[src/rtl/sadf_ram.sv]
// Generic single-write, single-read RAM with registered read data.
// No dependencies.
`timescale 1ns / 1ps

module sadf_ram #(
   parameter int WIDTH = 16,
   parameter int DEPTH = 16
) (
   input  logic                     clock,
   input  logic                     wr_en,
   input  logic [$clog2(DEPTH)-1:0] wr_addr,
   input  logic [WIDTH-1:0]         wr_data,
   input  logic [$clog2(DEPTH)-1:0] rd_addr,
   output logic [WIDTH-1:0]         rd_data
);

   logic [WIDTH-1:0] mem_ff [DEPTH];
   logic [WIDTH-1:0] rd_data_ff;

   always_ff @(posedge clock) begin
      if (wr_en) begin
         mem_ff[wr_addr] <= wr_data;
      end
      rd_data_ff <= mem_ff[rd_addr];
   end

   assign rd_data = rd_data_ff;

endmodule

[config.mk]
export PLATFORM = sky130hd
export DESIGN_NAME = sadf_ram
export DESIGN_NICKNAME = d
export VERILOG_FILES = /design/src/rtl/sadf_ram.sv
export SDC_FILE = /design/constraint.sdc
export NUM_CORES = 1
export LEC_CHECK = 0
export BUFFER_PORTS_ARGS = -buffer_cell sky130_fd_sc_hd__buf_4
export CAP_MARGIN = 20
export CORE_MARGIN = 2
export CORE_UTILIZATION = 60
export CTS_CLUSTER_SIZE = 16
export DETAILED_ROUTE_END_ITERATION = 12
export PLACE_DENSITY = 0.86
export SETUP_SLACK_MARGIN = 0.4
export SLEW_MARGIN = 40
export SYNTH_ARGS = -nofsm -noshare
export SYNTH_HDL_FRONTEND = slang
export SYNTH_SLANG_ARGS = --single-unit
[constraint.sdc]
create_clock -name clock -period 4 [get_ports clock]
set_input_delay 0.4 -clock clock [delete_from_list [all_inputs] [get_ports clock]]
set_output_delay 0.4 -clock clock [all_outputs]
set_load 0.01 [all_outputs]
==> flow_summary.toml <==
[status]
status = "complete, no violations"

[yosys]
synth_area_per_cell_um2 = 23.2
yosys_warnings = 0
netlist_area_um2 = 10000
synth_top_cell_area_share = 0.765
synth_most_common_cell = "edfxtp_1"
synthCells = 432
synth_top_area_cell = "edfxtp_1"
synth_cell_types = 19
async_flop_share = 0
synth_edf_count = 256
ys_seq_area_frac = 0.797
ys_ff_latch = 272
synthesis.nets = 458
synth_area_leaders = "edfxtp_1, mux4_2, dfxtp_1"
synth-main-ff-cell = "edfxtp_1"
synthTopCellsByCount = "edfxtp_1, mux4_2, a22oi_1"

[global_route]
track_usage = 0.245
grt_pass1_vias = 4967
grt_overflow = 0
antenna_found_initial = 0
grt_pass1_wl_mm = 31.2
grt_max_degree = 65

[timing]
finalSetupViolCount = 0
period_share = 0.394
fin_tns_setup_ns = 0
final_max_slew_viol_count = 0
rsz0062_at_grt = "false"
period_needed_ns = 1.57
fin_ws_ns = 2.43
fmax_mhz = 635
hold_ws_ns = 0.170
skew_ns = 0.0167
slew_headroom = 0.565
hold_viol = 0
worstMarginPinSlew_ns = 0.653

[critical_path]
r2r-end = "rd_data[3]"
rr_startpoint = "mem_ff[12][3]"
rrSetupSlack_ns = 2.61
crit_path_start_kind = "input port"
crit_type = "in2reg"
r2r_cells = 3
crit_path_end_kind = "flop"
crit_path_end = "rd_data[9]"
crit_arrival_ns = 1.95
crit_path_max_fanout = 64
startpoint = "rd_addr[0]"
crit_required_ns = 4.38

[power_and_ir_drop]
p_leak_nw = 3.73
worst_ir_drop_vdd_v = 0.000353
power_mw = 5.67
power.density_nw_per_um2 = 495

[detailed_routing]
initialDrtViolationCount = 685
vias = 4799
drt_wl_total_mm = 21.1
ant_nets = 0
first_pass_iters = 5
drc = 0
wire_per_inst_um = 28.7
vias_per_cell = 6.53

[placement]
place_inst = 689
dp_hpwl_mm = 10.6
place.gp.congestion = 0.785
portBuffers = 41
placed_area_um2 = 10700
dp_slack_ns = 1.93

[clocking]
cts_resized = 0
clkLatencyLatePin_ns = 0.52
cts.path.max_buffers = 3
cts_hold_buf = 0
cts.htree.levels = 1
cts.sinks = 272
clk_pin_slew_worst_paths_ns = 0.06
ctsRootBufferMaster = "clkbuf_16"
cts_tree = "yes"
post_cts_buffers = 0
numCtsBuffers = 25

[finish]
final_nets = 522
final_area_um2 = 11500
antenna_cells = 0
fill_cells = 948
areaGrowthSynthToFinish_pct = 14.1
instances_no_fill = 735
fin_util = 0.696
drive_gt1_frac = 0.317

[job]
max_cap_violations = 0

[floorplan]
io_pins = 42
die_h_um = 133
die_w_um = 133
start_util = 0.610
core_area_um2 = 16500
fp-row-count = 47
die_area_um2 = 17800

[min_path]
hold_class = "in2reg"
## worst max-delay path, stage by stage
cell	delay (ns)
buf_4	0.10
buf_12	0.39
mux4_1	0.64
a22oi_1	0.23
nand2_1	0.12
## sequential cells by signal, summed over array words and instances, names as in the netlist
name     count
rd_data     16
mem_ff     256
## worst min-delay path by stage
stage              startpoint              to  slack [ns]  cells after the start
2_1_floorplan      wr_data[0]    mem_ff[0][0]        0.50                      0
3_3_place_gp   mem_ff[15][12]     rd_data[12]        0.65                      3
3_5_place_dp    mem_ff[14][0]      rd_data[0]        0.67                      3
4_1_cts           wr_data[13]  mem_ff[14][13]        0.16                      1
5_1_grt           wr_data[13]  mem_ff[14][13]        0.17                      1
6_report          wr_data[11]   mem_ff[8][11]        0.17                      1
## layout by cell type (no fill, tap or decap), types with 2 or more instances in the layout
cell type	count
mux4_1	10
nand2b_1	2
clkinv_1	7
clkbuf_1	6
edfxtp_1	256
buf_4	56
mux4_2	54
nand3b_1	2
a22oi_1	32
nor2b_1	2
nor2_4	3
nand2_1	17
clkbuf_16	25
dfxtp_1	16
clkinv_2	4
clkbuf_8	3
nor2_2	9
nor3_2	4
## kinds of logic (layout without fill, tap and decap cells)
kind of cell	count (synthesis)	after routing	synth area share
flops	272	272	0.797
mux	64	64	0.147
simple gates	43	43	0.0192
compound gates	32	32	0.0239
buf+inv	21	104	0.0123
## report_power, final
group	leakage (nW)	internal (mW)	total, mW	switching (mW)
registers	2.45	3.19	3.21	0.0206
clock network	0.368	1.20	2.16	0.959
logic	0.917	0.133	0.304	0.170
total	3.73	4.52	5.67	1.15
## layout make-up
| type | count | area [um^2] | area share |
|---|---|---|---|
| sequential | 272 | 8010 | 0.699 |
| clock inverter | 12 | 55.1 | 0.00481 |
| clock buffer | 34 | 689 | 0.0602 |
| multi-input combinational | 139 | 1980 | 0.173 |
| tap | 220 | 275 | 0.0240 |
| timing repair buffer | 58 | 452 | 0.0394 |
## layer usage
metal / track usage / share of wire / vias to the layer above
li1: - / - / 1962
met5: 0 / 0 / -
met3: 0.0396 / 0.083 / 50
met2: 0.421 / 0.53 / 303
met1: 0.320 / 0.36 / 2484
met4: 0.0934 / 0.030 / 0
No activity file was read; power rests on OpenSTA's default activity.
